File: config.mk
export PLATFORM = sky130hd
export DESIGN_NAME = murmur2_64b_hash_flat
export DESIGN_NICKNAME = d
export VERILOG_FILES = /design/src/rtl/mur2_pkg.sv /design/src/rtl/mur2_in_if.sv /design/src/rtl/mur2_out_if.sv /design/src/rtl/murmur2_64b_hash.sv /design/src/rtl/mur2_front.sv /design/src/rtl/mur2_queue.sv /design/src/rtl/mur2_back.sv /design/src/flat_wrapper.sv
export SDC_FILE = /design/constraint.sdc
export NUM_CORES = 1
export LEC_CHECK = 0
export ABC_AREA = 1
export BUFFER_PORTS_ARGS = -buffer_cell sky130_fd_sc_hd__buf_2
export CAP_MARGIN = 20
export CORE_ASPECT_RATIO = 1.75
export CORE_MARGIN = 4
export CORE_UTILIZATION = 45
export DETAILED_ROUTE_END_ITERATION = 7
export GPL_TIMING_DRIVEN = 1
export PLACE_DENSITY = 0.61
export SLEW_MARGIN = 20
export SYNTH_ARGS = -nofsm -noshare
export SYNTH_HDL_FRONTEND = slang
export SYNTH_HIERARCHICAL = 1
export SYNTH_SLANG_ARGS = --single-unit
File: constraint.sdc
create_clock -name i_clk -period 11.9 [get_ports i_clk]
set_clock_uncertainty 0.15 [all_clocks]
set_input_delay 2.975 -clock i_clk [delete_from_list [all_inputs] [get_ports i_clk]]
set_output_delay 2.975 -clock i_clk [all_outputs]
set_load 0.05 [all_outputs]
File: src/rtl/mur2_pkg.sv
// shared types, constants and the mixing multiply for the murmur2 64b hash block
// no dependencies; compiled first
package mur2_pkg;

    // mixing constant and shift amounts of the hash
    localparam logic [31:0] MIX_MUL     = 32'h5bd1e995;
    localparam int unsigned MIX_SHIFT   = 24;
    localparam int unsigned FIN_SHIFT_1 = 18;
    localparam int unsigned FIN_SHIFT_2 = 22;
    localparam int unsigned FIN_SHIFT_3 = 17;
    localparam int unsigned FIN_SHIFT_4 = 19;

    // default depth of the queue between front and back
    localparam int unsigned DEF_QUEUE_DEPTH = 2;

    // word class decided by the front
    typedef enum logic [1:0] {
        KIND_NONE,
        KIND_PART,
        KIND_FULL
    } t_kind;

    // one queued operation
    typedef struct packed {
        t_kind       kind;
        logic        first;
        logic        last;
        logic [31:0] data;
        logic [31:0] seed_one;
    } t_op;

    // back-end sequencer states
    typedef enum logic [2:0] {
        ST_IDLE,
        ST_WORD_MIX,
        ST_WORD_LANE,
        ST_PART_MUL,
        ST_FIN_1,
        ST_FIN_2,
        ST_FIN_3,
        ST_FIN_4
    } t_state;

    // low 32 bits of a times the mixing constant
    function automatic logic [31:0] mul_mix(input logic [31:0] a);
        logic [63:0] prod;
        prod = {32'd0, a} * {32'd0, MIX_MUL};
        return prod[31:0];
    endfunction

endpackage

File: src/rtl/mur2_in_if.sv
// input channel of the murmur2 hash block: one message word per handshake
// no dependencies
interface mur2_in_if;
    logic        valid;
    logic        ready;
    logic [31:0] data_word;
    logic [2:0]  valid_bytes;
    logic        first_word;
    logic [31:0] message_length;
    logic        last_word;

    modport source (output valid, data_word, valid_bytes, first_word,
                    message_length, last_word, input ready);
    modport sink   (input valid, data_word, valid_bytes, first_word,
                    message_length, last_word, output ready);
endinterface

File: src/rtl/mur2_out_if.sv
// result channel of the murmur2 hash block: one hash per handshake
// no dependencies
interface mur2_out_if;
    logic        valid;
    logic        ready;
    logic [63:0] hash_value;

    modport source (output valid, hash_value, input ready);
    modport sink   (input valid, hash_value, output ready);
endinterface

File: src/rtl/murmur2_64b_hash.sv
// MurmurHash2 64b over 32-bit words: front classifier, word queue, mixing back end
// a last full word goes through the queue, the pop with first mix, word mix, lane step and
// final mix steps into the output register; one shared 32-bit constant multiplier serves
// every step, so the back end pops a new word only once the steps of the last one are done
// input is taken while the queue has room, also while a hash waits in the output register
// synchronous active-low reset clears seed, lanes, queue and sequencer; lanes reset to zero
module murmur2_64b_hash import mur2_pkg::*; #(
    parameter int unsigned QUEUE_DEPTH = DEF_QUEUE_DEPTH
) (
    input  logic        i_clk,
    input  logic        i_rst_n,
    input  logic        i_cfg_wr_en,
    input  logic [63:0] i_cfg_wr_data,
    mur2_in_if.sink     i_in,
    mur2_out_if.source  o_out
);

    logic [63:0] r_hash_seed;
    logic        w_push;
    t_op         w_push_op;
    logic        w_full;
    logic        w_pop;
    t_op         w_head;
    logic        w_empty;

    // seed register
    always_ff @(posedge i_clk) begin
        if (!i_rst_n) begin
            r_hash_seed <= 64'd0;
        end else if (i_cfg_wr_en) begin
            r_hash_seed <= i_cfg_wr_data;
        end
    end

    mur2_front u_front (
        .i_seed_lo (r_hash_seed[31:0]),
        .i_in      (i_in),
        .i_full    (w_full),
        .o_push    (w_push),
        .o_push_op (w_push_op)
    );

    mur2_queue #(
        .DEPTH (QUEUE_DEPTH)
    ) u_queue (
        .i_clk     (i_clk),
        .i_rst_n   (i_rst_n),
        .i_push    (w_push),
        .i_push_op (w_push_op),
        .o_full    (w_full),
        .i_pop     (w_pop),
        .o_head    (w_head),
        .o_empty   (w_empty)
    );

    mur2_back u_back (
        .i_clk     (i_clk),
        .i_rst_n   (i_rst_n),
        .i_seed_hi (r_hash_seed[63:32]),
        .i_q_empty (w_empty),
        .i_q_head  (w_head),
        .o_q_pop   (w_pop),
        .o_out     (o_out)
    );

endmodule

File: src/rtl/mur2_front.sv
// front end: accepts words, classifies them and masks partial bytes
// depends on mur2_pkg and mur2_in_if
module mur2_front import mur2_pkg::*; (
    input  logic [31:0] i_seed_lo,
    mur2_in_if.sink     i_in,
    input  logic        i_full,
    output logic        o_push,
    output t_op         o_push_op
);

    logic [31:0] w_mask;

    // accept whenever the queue has room
    assign i_in.ready = !i_full;
    assign o_push     = i_in.valid && !i_full;

    // byte mask for a partial word
    always_comb begin
        case (i_in.valid_bytes)
            3'd1:    w_mask = 32'h0000_00ff;
            3'd2:    w_mask = 32'h0000_ffff;
            3'd3:    w_mask = 32'h00ff_ffff;
            default: w_mask = 32'h0000_0000;
        endcase
    end

    // classify the word and prepare the lane one seed
    always_comb begin
        o_push_op.first    = i_in.first_word;
        o_push_op.last     = i_in.last_word;
        o_push_op.seed_one = i_seed_lo ^ i_in.message_length;
        if (i_in.valid_bytes inside {[3'd4:3'd7]}) begin
            o_push_op.kind = KIND_FULL;
            o_push_op.data = i_in.data_word;
        end else if (i_in.valid_bytes == 3'd0) begin
            o_push_op.kind = KIND_NONE;
            o_push_op.data = 32'd0;
        end else begin
            o_push_op.kind = KIND_PART;
            o_push_op.data = i_in.data_word & w_mask;
        end
    end

endmodule

File: src/rtl/mur2_queue.sv
// short queue of classified words between front and back
// depends on mur2_pkg
module mur2_queue import mur2_pkg::*; #(
    parameter int unsigned DEPTH = DEF_QUEUE_DEPTH
) (
    input  logic i_clk,
    input  logic i_rst_n,
    input  logic i_push,
    input  t_op  i_push_op,
    output logic o_full,
    input  logic i_pop,
    output t_op  o_head,
    output logic o_empty
);

    localparam int unsigned PTR_W = (DEPTH > 1) ? $clog2(DEPTH) : 1;
    localparam int unsigned CNT_W = $clog2(DEPTH + 1);

    t_op              r_slot [DEPTH];
    logic [PTR_W-1:0] r_wr_ptr;
    logic [PTR_W-1:0] r_rd_ptr;
    logic [CNT_W-1:0] r_count;
    logic [PTR_W-1:0] n_wr_ptr;
    logic [PTR_W-1:0] n_rd_ptr;

    assign o_full  = (r_count == CNT_W'(DEPTH));
    assign o_empty = (r_count == '0);
    assign o_head  = r_slot[r_rd_ptr];

    // pointer wrap
    assign n_wr_ptr = (r_wr_ptr == PTR_W'(DEPTH - 1)) ? '0 : r_wr_ptr + 1'b1;
    assign n_rd_ptr = (r_rd_ptr == PTR_W'(DEPTH - 1)) ? '0 : r_rd_ptr + 1'b1;

    // slot storage
    always_ff @(posedge i_clk) begin
        if (i_push) begin
            r_slot[r_wr_ptr] <= i_push_op;
        end
    end

    // pointers and fill count
    always_ff @(posedge i_clk) begin
        if (!i_rst_n) begin
            r_wr_ptr <= '0;
            r_rd_ptr <= '0;
            r_count  <= '0;
        end else begin
            if (i_push) begin
                r_wr_ptr <= n_wr_ptr;
            end
            if (i_pop) begin
                r_rd_ptr <= n_rd_ptr;
            end
            if (i_push && !i_pop) begin
                r_count <= r_count + 1'b1;
            end else if (i_pop && !i_push) begin
                r_count <= r_count - 1'b1;
            end
        end
    end

endmodule

File: src/rtl/mur2_back.sv
// back end: lane mixing and final mix over one shared constant multiplier
// depends on mur2_pkg and mur2_out_if
module mur2_back import mur2_pkg::*; (
    input  logic        i_clk,
    input  logic        i_rst_n,
    input  logic [31:0] i_seed_hi,
    input  logic        i_q_empty,
    input  t_op         i_q_head,
    output logic        o_q_pop,
    mur2_out_if.source  o_out
);

    t_state      r_state;
    t_state      n_state;
    logic [31:0] r_lane_one;
    logic [31:0] r_lane_two;
    logic        r_odd;
    logic        r_cur_last;
    logic [31:0] r_prod;
    logic        r_out_valid;
    logic [63:0] r_out_data;

    logic [31:0] w_mul_a;
    logic [31:0] w_mul_p;
    logic        w_out_load;
    logic [31:0] w_lane_two_base;

    assign o_out.valid      = r_out_valid;
    assign o_out.hash_value = r_out_data;

    // multiplier operand per step
    always_comb begin
        case (r_state)
            ST_IDLE:      w_mul_a = i_q_head.data;
            ST_WORD_MIX:  w_mul_a = r_prod ^ (r_prod >> MIX_SHIFT);
            ST_WORD_LANE: w_mul_a = r_odd ? r_lane_two : r_lane_one;
            ST_PART_MUL:  w_mul_a = r_lane_two;
            ST_FIN_1:     w_mul_a = r_lane_one ^ (r_lane_two >> FIN_SHIFT_1);
            ST_FIN_2:     w_mul_a = r_lane_two ^ (r_lane_one >> FIN_SHIFT_2);
            ST_FIN_3:     w_mul_a = r_lane_one ^ (r_lane_two >> FIN_SHIFT_3);
            ST_FIN_4:     w_mul_a = r_lane_two ^ (r_lane_one >> FIN_SHIFT_4);
            default:      w_mul_a = 32'd0;
        endcase
    end

    assign w_mul_p = mul_mix(w_mul_a);

    // sequencer outputs
    always_comb begin
        o_q_pop    = (r_state == ST_IDLE) && !i_q_empty;
        w_out_load = (r_state == ST_FIN_4) && (!r_out_valid || o_out.ready);
    end

    // next state
    always_comb begin
        n_state = r_state;
        case (r_state)
            ST_IDLE: begin
                if (!i_q_empty) begin
                    case (i_q_head.kind)
                        KIND_FULL: n_state = ST_WORD_MIX;
                        KIND_PART: n_state = ST_PART_MUL;
                        default:   n_state = i_q_head.last ? ST_FIN_1 : ST_IDLE;
                    endcase
                end
            end
            ST_WORD_MIX:  n_state = ST_WORD_LANE;
            ST_WORD_LANE: n_state = r_cur_last ? ST_FIN_1 : ST_IDLE;
            ST_PART_MUL:  n_state = r_cur_last ? ST_FIN_1 : ST_IDLE;
            ST_FIN_1:     n_state = ST_FIN_2;
            ST_FIN_2:     n_state = ST_FIN_3;
            ST_FIN_3:     n_state = ST_FIN_4;
            ST_FIN_4:     n_state = w_out_load ? ST_IDLE : ST_FIN_4;
            default:      n_state = ST_IDLE;
        endcase
    end

    // lane two after seeding on a first word
    assign w_lane_two_base = i_q_head.first ? i_seed_hi : r_lane_two;

    // control state and lanes
    always_ff @(posedge i_clk) begin
        if (!i_rst_n) begin
            r_state     <= ST_IDLE;
            r_lane_one  <= 32'd0;
            r_lane_two  <= 32'd0;
            r_odd       <= 1'b0;
            r_out_valid <= 1'b0;
        end else begin
            r_state <= n_state;
            case (r_state)
                ST_IDLE: begin
                    if (o_q_pop) begin
                        if (i_q_head.first) begin
                            r_lane_one <= i_q_head.seed_one;
                            r_odd      <= 1'b0;
                        end
                        r_lane_two <= w_lane_two_base ^
                                      ((i_q_head.kind == KIND_PART) ? i_q_head.data : 32'd0);
                    end
                end
                ST_WORD_LANE: begin
                    if (r_odd) begin
                        r_lane_two <= w_mul_p ^ r_prod;
                    end else begin
                        r_lane_one <= w_mul_p ^ r_prod;
                    end
                    r_odd <= !r_odd;
                end
                ST_PART_MUL: r_lane_two <= w_mul_p;
                ST_FIN_1:    r_lane_one <= w_mul_p;
                ST_FIN_2:    r_lane_two <= w_mul_p;
                ST_FIN_3:    r_lane_one <= w_mul_p;
                ST_FIN_4: begin
                    if (w_out_load) begin
                        r_lane_two <= w_mul_p;
                        r_odd      <= 1'b0;
                    end
                end
                default: begin
                end
            endcase
            // result register
            if (w_out_load) begin
                r_out_valid <= 1'b1;
            end else if (o_out.ready) begin
                r_out_valid <= 1'b0;
            end
        end
    end

    // product register, last word flag and result word
    always_ff @(posedge i_clk) begin
        if (o_q_pop) begin
            r_cur_last <= i_q_head.last;
        end
        if ((r_state == ST_IDLE) || (r_state == ST_WORD_MIX)) begin
            r_prod <= w_mul_p;
        end
        if (w_out_load) begin
            r_out_data <= {r_lane_one, w_mul_p};
        end
    end

    // no pop from an empty queue
    a_pop_nonempty: assert property (@(posedge i_clk) disable iff (!i_rst_n)
        o_q_pop |-> !i_q_empty)
        else $error("pop from empty queue");

    // sequencer leaves idle only with a popped word
    a_idle_holds: assert property (@(posedge i_clk) disable iff (!i_rst_n)
        (r_state == ST_IDLE && !o_q_pop) |=> (r_state == ST_IDLE))
        else $error("left idle without a word");

    // a loaded result shows up and the lane alternation restarts
    a_result_shown: assert property (@(posedge i_clk) disable iff (!i_rst_n)
        w_out_load |=> (o_out.valid && !r_odd && r_state == ST_IDLE))
        else $error("result not presented after final mix");

    // final mix never starts while a word step is pending
    a_fin_entry: assert property (@(posedge i_clk) disable iff (!i_rst_n)
        (r_state == ST_FIN_1) |-> ($past(r_state) == ST_IDLE ||
                                   $past(r_state) == ST_WORD_LANE ||
                                   $past(r_state) == ST_PART_MUL))
        else $error("final mix entered from a bad step");

endmodule

File: src/flat_wrapper.sv
// flat-port wrapper written by rule: the top's interface ports become plain ports
module murmur2_64b_hash_flat import mur2_pkg::*;
#(
    parameter int unsigned QUEUE_DEPTH = DEF_QUEUE_DEPTH
)
  (i_clk, i_rst_n, i_cfg_wr_en, i_cfg_wr_data, i_in_valid, i_in_data_word, i_in_valid_bytes, i_in_first_word, i_in_message_length, i_in_last_word, i_in_ready, o_out_valid, o_out_hash_value, o_out_ready);
  mur2_in_if i_in_i ();
  mur2_out_if o_out_i ();
  input  logic i_clk;
  input  logic i_rst_n;
  input  logic i_cfg_wr_en;
  input  logic [63:0] i_cfg_wr_data;
  input wire logic [$bits(i_in_i.valid)-1:0] i_in_valid;
  input wire logic [$bits(i_in_i.data_word)-1:0] i_in_data_word;
  input wire logic [$bits(i_in_i.valid_bytes)-1:0] i_in_valid_bytes;
  input wire logic [$bits(i_in_i.first_word)-1:0] i_in_first_word;
  input wire logic [$bits(i_in_i.message_length)-1:0] i_in_message_length;
  input wire logic [$bits(i_in_i.last_word)-1:0] i_in_last_word;
  output wire logic [$bits(i_in_i.ready)-1:0] i_in_ready;
  output wire logic [$bits(o_out_i.valid)-1:0] o_out_valid;
  output wire logic [$bits(o_out_i.hash_value)-1:0] o_out_hash_value;
  input wire logic [$bits(o_out_i.ready)-1:0] o_out_ready;
  assign i_in_i.valid = i_in_valid;
  assign i_in_i.data_word = i_in_data_word;
  assign i_in_i.valid_bytes = i_in_valid_bytes;
  assign i_in_i.first_word = i_in_first_word;
  assign i_in_i.message_length = i_in_message_length;
  assign i_in_i.last_word = i_in_last_word;
  assign i_in_ready = i_in_i.ready;
  assign o_out_valid = o_out_i.valid;
  assign o_out_hash_value = o_out_i.hash_value;
  assign o_out_i.ready = o_out_ready;
  murmur2_64b_hash #(.QUEUE_DEPTH(QUEUE_DEPTH)) u_core (.i_clk(i_clk), .i_rst_n(i_rst_n), .i_cfg_wr_en(i_cfg_wr_en), .i_cfg_wr_data(i_cfg_wr_data), .i_in(i_in_i), .o_out(o_out_i));
endmodule
==> metrics, run 1 <==
status finished clean; Post-Syn Instances 2975; initial antenna violation count 2; CP Launch Type flip-flop; Die X 193 um; area grow syn2layout 11.5%; Initial Utilization 45.5%; Skew-Pair Late Insertion Delay 0.58 ns; multi-input logic area about 14000 sq um; Hold Crit Class flip-flop to flip-flop; Synth async-reset ratio 0%; post-route setup TNS 0 ns; CP Class flip-flop to flip-flop; Critical Path Sink Type flip-flop; cell mode on critical path inv_1; most common cell after layout, fill and taps aside inv_1; clock-pin slew on the worst setup and hold paths 0.06 ns; largest net degree at the start of global routing 87; setup slack, reg-to-reg 1.47 ns; H-tree depth 2; synth warn 6; Final ANT Viol Nets 0; CTS-repair resized insts 0; routed vias/inst 5.40; TritonCTS clock tree done; Register Area 9760 sq um; routed wire length 101 mm; fin nets 3698; Avg Cell Area, Syn 9.06 sq um; most frequent cells in the layout inv_1, nand2_1, edfxtp_1; port bufs 203; Critical path buffers and inverters 9; Worst-Margin Slew 1.25 ns; wire length of the first global-routing pass approximately 150 mm; Max FO, Critical Path 33; via count 21400; Synth Register Bits 371; GR Overflow Total 0; synth unique cells between 50 and 60; Worst EP arrival 10.76 ns; io pins ~200; Iteration-0 DRC Markers 1648; cts hold-fix bufs 0; Die Y 332 um; max_cap viols 0; Hold Fails Final Rpt 0; Num CTS Buffers 37; max_slew headroom 16.6%; Worst Path Required 12.23 ns; RSZ-0062 raised after global routing false; DR WL/cell 25.4 um; fin util 50.8%; Final Wtd Congestion between 1 and 1.5; Total GRT Usage 31.3%; Initial DRT Pass Iterations 6; post-synthesis sequential area ratio 36.2%; area of the core 59200 sq um; clock buffer depth 3; CP max stage delay 0.71 ns; dpl hpwl 79.8 mm; Top FF cell, synth edfxtp_1; crit-path leading delay family adder cells; final setup fails 0; FMAX approximately 96 MHz; Die ar. 64000 sq um; Synth Cell Area 27000 sq um; clock root buffer clkbuf_16; layout cells sized above 1 13.7%; Final min period 10.43 ns; fin crit share 87.6%; fillers 5638; ANT cells 0; # Post-CTS Setup Buffers 0; vias in the first global route 22300; slowest CP cell xor2_1; Syn Nets between 3000 and 4000; placement row count between 100 and 150; clk sinks about 370; number of flops mapped to enable cells by yosys roughly 230; Post-route DRC 0; max-slew violations 0
## cell type report
type / instances / share of cell area (%)
clock buffer: 43 / 3.19
clock inverter: 25 / 1.11
inverter: 627 / 7.83
multi-input combinational: 1884 / 47.7
sequential: 371 / 32.5
tap: 780 / 3.25
timing repair buffer: 242 / 4.44
## worst register-to-register path, delay by kind of cell, from the launching register on
family          cells  cell delay (ns)
xor+xnor            1             0.71
buf+inv             9             2.05
flops               1             0.53
fa+ha+maj           9             4.50
simple gates        7             1.43
compound gates      4             0.99
## through the flow
step	hold slack, ns	worst slack (ns)	cell area, sq um	cells
floorplan	0.275	3.64	27000	2975
global placement	0.314	1.63	28700	3902
detailed placement	0.317	1.63	28700	3903
CTS	0.328	1.62	30000	3971
global route	0.346	1.31	30100	3972
finish	0.327	1.47	30100	3972
## per-layer routing
layer | wire length [um] | global-route usage, %
met5 | 0 | 0
met4 | 10600 | 25.4
met3 | 4680 | 3.32
met2 | 52100 | 55.9
met1 | 33500 | 32.3
## cells in the mapped netlist, drive strengths merged, types with 6 or more instances
cell,number,share of area (%)
clkbuf,51,0.71
nand2,496,7.0
a221oi,15,0.49
buf,42,1.3
o21ai,148,2.7
xnor2,44,1.4
nor2,198,2.9
o22ai,12,0.28
edfxtp,233,26
a21boi,8,0.22
or2,46,1.1
nor3,7,0.15
inv,626,8.7
mux2,68,3.1
a31oi,49,1.1
a22oi,6,0.17
xor2,56,1.8
a21o,9,0.25
ha,218,10
nand3,91,1.8
a21oi,157,2.9
o211ai,10,0.28
dfxtp,138,10
a41oi,13,0.42
fa,179,13
nand3b,17,0.47
## state kept, by name, indices dropped and copies added, names as in the netlist, named ones only
| register | cells |
|---|---|
| u_core/r_hash_seed | 64 |
| u_core/u_back/o_out.hash_value | 64 |
| u_core/u_back/o_out.valid | 1 |
| u_core/u_back/r_cur_last | 1 |
| u_core/u_back/r_lane_one | 32 |
| u_core/u_back/r_lane_two | 32 |
| u_core/u_back/r_odd | 1 |
| u_core/u_back/r_prod | 32 |
| u_core/u_back/r_state | 3 |
| u_core/u_queue/r_count | 2 |
| u_core/u_queue/r_rd_ptr | 1 |
| u_core/u_queue/r_slot | 136 |
| u_core/u_queue/r_wr_ptr | 1 |
## final timing paths
check,from,end,cells after the start
hold reg to reg,u_core/r_hash_seed[38],u_core/r_hash_seed[38],2
hold / removal,u_core/r_hash_seed[38],u_core/r_hash_seed[38],2
setup reg to reg,u_core/u_back/r_state[2],u_core/u_back/r_lane_one[30],30
setup / recovery,u_core/u_back/r_state[2],u_core/u_back/r_lane_one[30],30
## logic make-up after synthesis
family	count (synthesis)	share of synthesized area [%]
buffers and inverters	720	10.7
multiplexers	71	3.23
XOR/XNOR	100	3.25
AO/OA/AOI/OAI	452	9.68
AND/OR/NAND/NOR	864	13.5
adder cells (fa/ha/maj)	397	23.4
flip-flops	371	36.2
Power of run 1 is not shown: default switching activity piles up to over one toggle a cycle in this logic, so the estimate is an artifact.
==> run 2, diff against run 1 <==
==> constraint.sdc (replaced) <==
create_clock -name i_clk -period 11.9 [get_ports i_clk]
set_clock_uncertainty 0.15 [all_clocks]
set_input_delay 1.19 -clock i_clk [delete_from_list [all_inputs] [get_ports i_clk]]
set_output_delay 1.19 -clock i_clk [all_outputs]
set_load 0.05 [all_outputs]
==> run 2 against run 1 <==
Net effect: critical path depth shrank 1; non-clock buffer count shrank 1; global-route usage shrank 0.099 points; via count grew 0.11%; wire length shrank 0.93%; setup slack lost 0.14 ns; sequential cell count is the same; sequential share of layout area is essentially flat; utilization shrank 0.068 points; clock-buffer cell count grew 2.
==> metrics, run 2 (synthesis results as in run 1) <==
layout cells sized above 1 13.8% (was 13.7%); fin nets 3698 (unchanged); clock-pin slew on the worst setup and hold paths 0.07 ns (was 0.06 ns); placement row count 118 (unchanged); number of flip-flops in the largest register 136 (unchanged); max_cap viols 0 (unchanged); routed wire length 100 mm (was 101 mm); area of the core 59200 sq um (unchanged); Worst setup endpoint u_core/u_back/r_lane_two[30] (was u_core/u_back/r_lane_one[30]); via count 21500 (was 21400); port bufs 203 (unchanged); setup slack, reg-to-reg 1.33 ns (was 1.47 ns); final setup fails 0 (unchanged); CTS-repair resized insts 0 (unchanged); Hold Fails Final Rpt 0 (unchanged); DR WL/cell 25.2 um (was 25.4 um); area grow syn2layout 11.4% (was 11.5%); Initial DRT Pass Iterations 7 (was 6); PnR worst setup slack 1.33 ns (was 1.47 ns); # Post-CTS Setup Buffers 0 (unchanged); max_slew headroom 16.1% (was 16.6%); Worst-Margin Slew 1.25 ns (about the same); CP Class flip-flop to flip-flop (unchanged); cts hold-fix bufs 0 (unchanged); initial antenna violation count 4 (was 2); CP max stage delay 0.77 ns (was 0.71 ns); routed vias/inst 5.40 (about the same); Final ANT Viol Nets 0 (unchanged); Worst Path Required 12.23 ns (about the same); Die ar. 64000 sq um (unchanged); Die Y 332 um (unchanged); clk sinks 371 (unchanged); fillers 5627 (was 5638); Critical Path Sink Type flip-flop (unchanged); Final min period 10.57 ns (was 10.43 ns); Worst EP arrival 10.91 ns (was 10.76 ns); H-tree depth 2 (unchanged); reg2reg path depth 29 (was 30); CP Launch Point u_core/u_back/r_state[1] (was u_core/u_back/r_state[2]); worst flop-to-flop path endpoint u_core/u_back/r_lane_two[30] (was u_core/u_back/r_lane_one[30]); max-slew violations 0 (unchanged); Hold Crit Class flip-flop to flip-flop (unchanged); setup slack at placement 1.71 ns (was 1.63 ns); most frequent cells in the layout inv_1, nand2_1, edfxtp_1 (unchanged); Critical R2R Launch u_core/u_back/r_state[1] (was u_core/u_back/r_state[2]); hold path depth 2 (unchanged); CP Launch Type flip-flop (unchanged); io pins 204 (unchanged); Skew-Pair Late Insertion Delay 0.57 ns (was 0.58 ns); Die X 193 um (unchanged); post-route setup TNS 0 ns (unchanged); Iteration-0 DRC Markers 1507 (was 1648); vias in the first global route 22400 (was 22300); Total GRT Usage 31.2% (was 31.3%); slowest CP cell xor2_1 (unchanged); GR Overflow Total 0 (unchanged); placed inst area 28700 sq um (unchanged); fin crit share 88.9% (was 87.6%); Max FO, Critical Path 10 (was 33); most common cell after layout, fill and taps aside inv_1 (unchanged); fin area 30000 sq um (was 30100 sq um); wire length of the first global-routing pass 145 mm (was 146 mm); RSZ-0062 raised after global routing false (unchanged); clock root buffer clkbuf_16 (unchanged); dpl hpwl 79.7 mm (was 79.8 mm); largest net degree at the start of global routing 87 (unchanged); clock buffer depth 3 (unchanged); TritonCTS clock tree done (unchanged); Num CTS Buffers 38 (was 37); Post-route DRC 0 (unchanged); Initial Utilization 45.5% (unchanged); FMAX 94.6 MHz (was 95.9 MHz); cell mode on critical path fa_1 (was inv_1); Reg with most FFs u_core/u_queue/r_slot (unchanged); status finished clean (unchanged); Final Wtd Congestion 1.04 (was 1.06)
## run 2: cell types whose count changed in the layout (fill, tap and decap cells not counted), sizes merged
cell,previous run,this run
bufinv,5,3
buf,242,241
clkinv,13,14
clkinvlp,3,2
diode,0,1
inv,631,633
clkbuf,43,45
## run 2: area by class of cell
cell class	instances	area [sq um]	area share, %
Clock inverter	25	269	0.896
Tap cell	780	976	3.25
Inverter	627	2350	7.84
Timing Repair Buffer	241	1310	4.35
Sequential cell	371	9760	32.5
Multi-Input combinational cell	1884	14300	47.8
Clock buffer	45	1010	3.36
Antenna cell	1	2.50	0.00834
## run 2: per-stage QoR
step	hold WS, ns	std cells	utilization [%]
after floorplan	0.275	2975	-
after global placement	0.314	3903	48.5
after detailed placement	0.317	3903	48.5
after CTS	0.326	3973	50.7
after global routing	0.346	3973	50.7
final	0.325	3974	50.7
## run 2: critical path, delay by kind of cell (launching register included)
kind,cells,cell delay (ns)
AOI/OAI and AO/OA,6,1.47
xor gates and xnor gates,1,0.77
adders and majority gates,9,4.37
buffers and inverters,7,1.15
DFF,1,0.41
and+or+nand+nor,6,2.13
## run 2: worst min-delay path by stage
stage | start | slack, ns | end
after CTS | u_core/r_hash_seed[58] | 0.33 | u_core/r_hash_seed[58]
after global routing | u_core/r_hash_seed[53] | 0.35 | u_core/r_hash_seed[53]
after floorplan | u_core/u_back/r_lane_one[15] | 0.28 | u_core/u_back/o_out.hash_value[47]
final | u_core/r_hash_seed[39] | 0.32 | u_core/r_hash_seed[39]
after global placement | u_core/r_hash_seed[54] | 0.31 | u_core/r_hash_seed[54]
after detailed placement | u_core/r_hash_seed[58] | 0.32 | u_core/r_hash_seed[58]
## run 2: metal layers
layer	vias up	track usage, %	part of all wire (%)	routed length, um
met5	-	0	0	0
met2	857	56.3	52	52100
li1	9940	-	-	-
met3	308	2.95	4.5	4510
met1	10400	32.5	33	33200
met4	0	24.1	10	10200
Power of run 2 is left out for the same reason.
==> run 3, diff against run 2 <==
Settings changed: MAX_ROUTING_LAYER from default to met4, PLACE_DENSITY 0.61 to 0.63.
Clock period 11.9 ns to 8.6 ns, I/O delays scaled along.
==> run 3 against run 2 <==
Net effect: non-clock buffer count grew 215; sequential cell count is the same; sequential share of layout area shrank 1.8 points; first-iteration DRC count grew 8.7%; critical path depth grew 11; setup slack lost 1.1 ns; maximum frequency grew 27%; die area is the same; wire length grew 4.1%; critical path type unchanged; largest cell class unchanged.
==> metrics, run 3 (synthesis results as in run 1) <==
status finished clean (unchanged); routing usage on met3 3.92% (was 2.95%); clock buffer depth 3 (unchanged); CP Launch Type flip-flop (unchanged); Final min period 8.33 ns (was 10.57 ns); via count 22500 (was 21500); Die Y 332 um (unchanged); final setup fails 0 (unchanged); most frequent cells in the layout inv_1, nand2_1, buf_4 (was inv_1, nand2_1, edfxtp_1); Post-route DRC 0 (unchanged); M1 GR Usage 31.7% (was 32.5%); fillers 5578 (was 5627); area grow syn2layout 17.8% (was 11.4%); FMAX 120 MHz (was 94.6 MHz); Die X 193 um (unchanged); Iteration-0 DRC Markers 1638 (was 1507); routed wire length 104 mm (was 100 mm); Critical Path Sink Type flip-flop (unchanged); setup slack at placement -0.117 ns (was 1.71 ns); most common cell after layout, fill and taps aside inv_1 (unchanged); initial antenna violation count 1 (was 4); Worst EP arrival 8.57 ns (was 10.91 ns); GR Overflow Total 0 (unchanged); setup slack, reg-to-reg 0.27 ns (was 1.33 ns); reg2reg path depth 40 (was 29); placement row count 118 (unchanged); Final ANT Viol Nets 0 (unchanged); max_cap viols 0 (unchanged); Max FO, Critical Path 6 (was 10); crit-path leading delay family adder cells (unchanged); dpl hpwl 85.0 mm (was 79.7 mm); clk sinks 371 (unchanged); area of the core 59200 sq um (unchanged); Initial DRT Pass Iterations 6 (was 7); cts hold-fix bufs 0 (unchanged); fin crit share 96.9% (was 88.9%); Total GRT Usage 33.4% (was 31.2%); fin util 53.6% (was 50.7%); Critical path buffers and inverters 14 (was 7); clock-pin slew on the worst setup and hold paths 0.07 ns (about the same); largest net degree at the start of global routing 75 (was 87); wire length of the first global-routing pass 151 mm (was 145 mm); Final Wtd Congestion 1.08 (was 1.04); clock root buffer clkbuf_16 (unchanged); H-tree depth 2 (unchanged); Hold Crit Class flip-flop to flip-flop (unchanged); TritonCTS clock tree done (unchanged); Die ar. 64000 sq um (unchanged); vias in the first global route 24000 (was 22400); io pins 204 (unchanged); Worst setup endpoint u_core/u_back/r_lane_two[24] (was u_core/u_back/r_lane_two[30]); slowest CP cell fa_1 (was xor2_1); Num CTS Buffers 36 (was 38); WP depth 40 (was 29); Critical R2R Launch u_core/u_back/r_state[1] (unchanged); most crowded layer after global routing met2 (unchanged); M2 GR Usage 58.4% (was 56.3%); CP Class flip-flop to flip-flop (unchanged); max_slew headroom 32.7% (was 16.1%); Worst-Margin Slew 1.00 ns (was 1.25 ns); cell mode on critical path inv_1 (was fa_1); worst flop-to-flop path endpoint u_core/u_back/r_lane_two[24] (was u_core/u_back/r_lane_two[30]); ANT cells 0 (was 1); number of flip-flops in the largest register 136 (unchanged); multi-input logic area 14400 sq um (was 14300 sq um); Skew-Pair Late Insertion Delay 0.55 ns (was 0.57 ns); port bufs 203 (unchanged); DR WL/cell 24.9 um (was 25.2 um); layout cells sized above 1 19.8% (was 13.8%); Initial Utilization 45.5% (unchanged); Register Area 9760 sq um (about the same); CP max stage delay 0.54 ns (was 0.77 ns); max-slew violations 0 (unchanged); CP Launch Point u_core/u_back/r_state[1] (unchanged); fin nets 3911 (was 3698); routed vias/inst 5.39 (was 5.40); Worst Path Required 8.84 ns (was 12.23 ns); Reg with most FFs u_core/u_queue/r_slot (unchanged); Hold Fails Final Rpt 0 (unchanged); # Post-CTS Setup Buffers 0 (unchanged); PnR worst setup slack 0.268 ns (was 1.33 ns)
[run 3: cell count changes in the layout (fill, tap and decap cells not counted), sizes merged]
cell,delta
inv,-3
diode,-1
bufinv,+3
clkbuf,-3
buf,+215
clkinv,-2
[run 3: worst min-delay path, cell delays in order, from the launching register on]
cell and delay [ns]:
dfxtp_1 0.31, nor2_1 0.08, nor2_1 0.05
[run 3: worst min-delay path by stage]
stage	from	endpoint	slack (ns)	depth (start not counted)
CTS	u_core/r_hash_seed[40]	u_core/r_hash_seed[40]	0.33	2
finish	u_core/r_hash_seed[35]	u_core/r_hash_seed[35]	0.33	2
floorplan	u_core/u_back/r_lane_one[15]	u_core/u_back/o_out.hash_value[47]	0.28	0
global route	i_in_first_word	u_core/u_queue/r_slot[1][65]	0.34	1
detailed placement	u_core/r_hash_seed[32]	u_core/r_hash_seed[32]	0.32	2
global placement	u_core/r_hash_seed[62]	u_core/r_hash_seed[62]	0.32	2
[run 3: metal layers]
| layer | share of wire, % | wire [um] |
|---|---|---|
| met1 | 32 | 33400 |
| met2 | 51 | 53500 |
| met3 | 4.5 | 4720 |
| met4 | 12 | 12500 |
| met5 | 0 | 0 |
[run 3: final cells by class]
cell class                 count  area share [%]
sequential                   371            30.7
clock inverter                23           0.949
multi-input combinational   1884            45.5
clock buffer                  42            2.94
inverter                     627            7.42
tap                          780            3.07
timing repair buffer         456            9.41
[run 3: metrics by stage]
step	TNS [ns]	std cells	instance area (sq um)	hold slack (ns)
after CTS	0	4183	31700	0.330
final	0	4183	31800	0.330
after global placement	-0.217	4118	30400	0.316
after floorplan	0	2975	27000	0.275
after detailed placement	-0.456	4118	30400	0.319
after global routing	-0.238	4183	31800	0.339
[run 3: timing repair]
action                                  CTS  global route
cloned                                    0             0
endpoints found under the hold margin     0             0
gates resized for setup                   4            39
endpoints found under the setup margin   14            38
pin swaps                                 1             5
Power of run 3 is left out for the same reason.
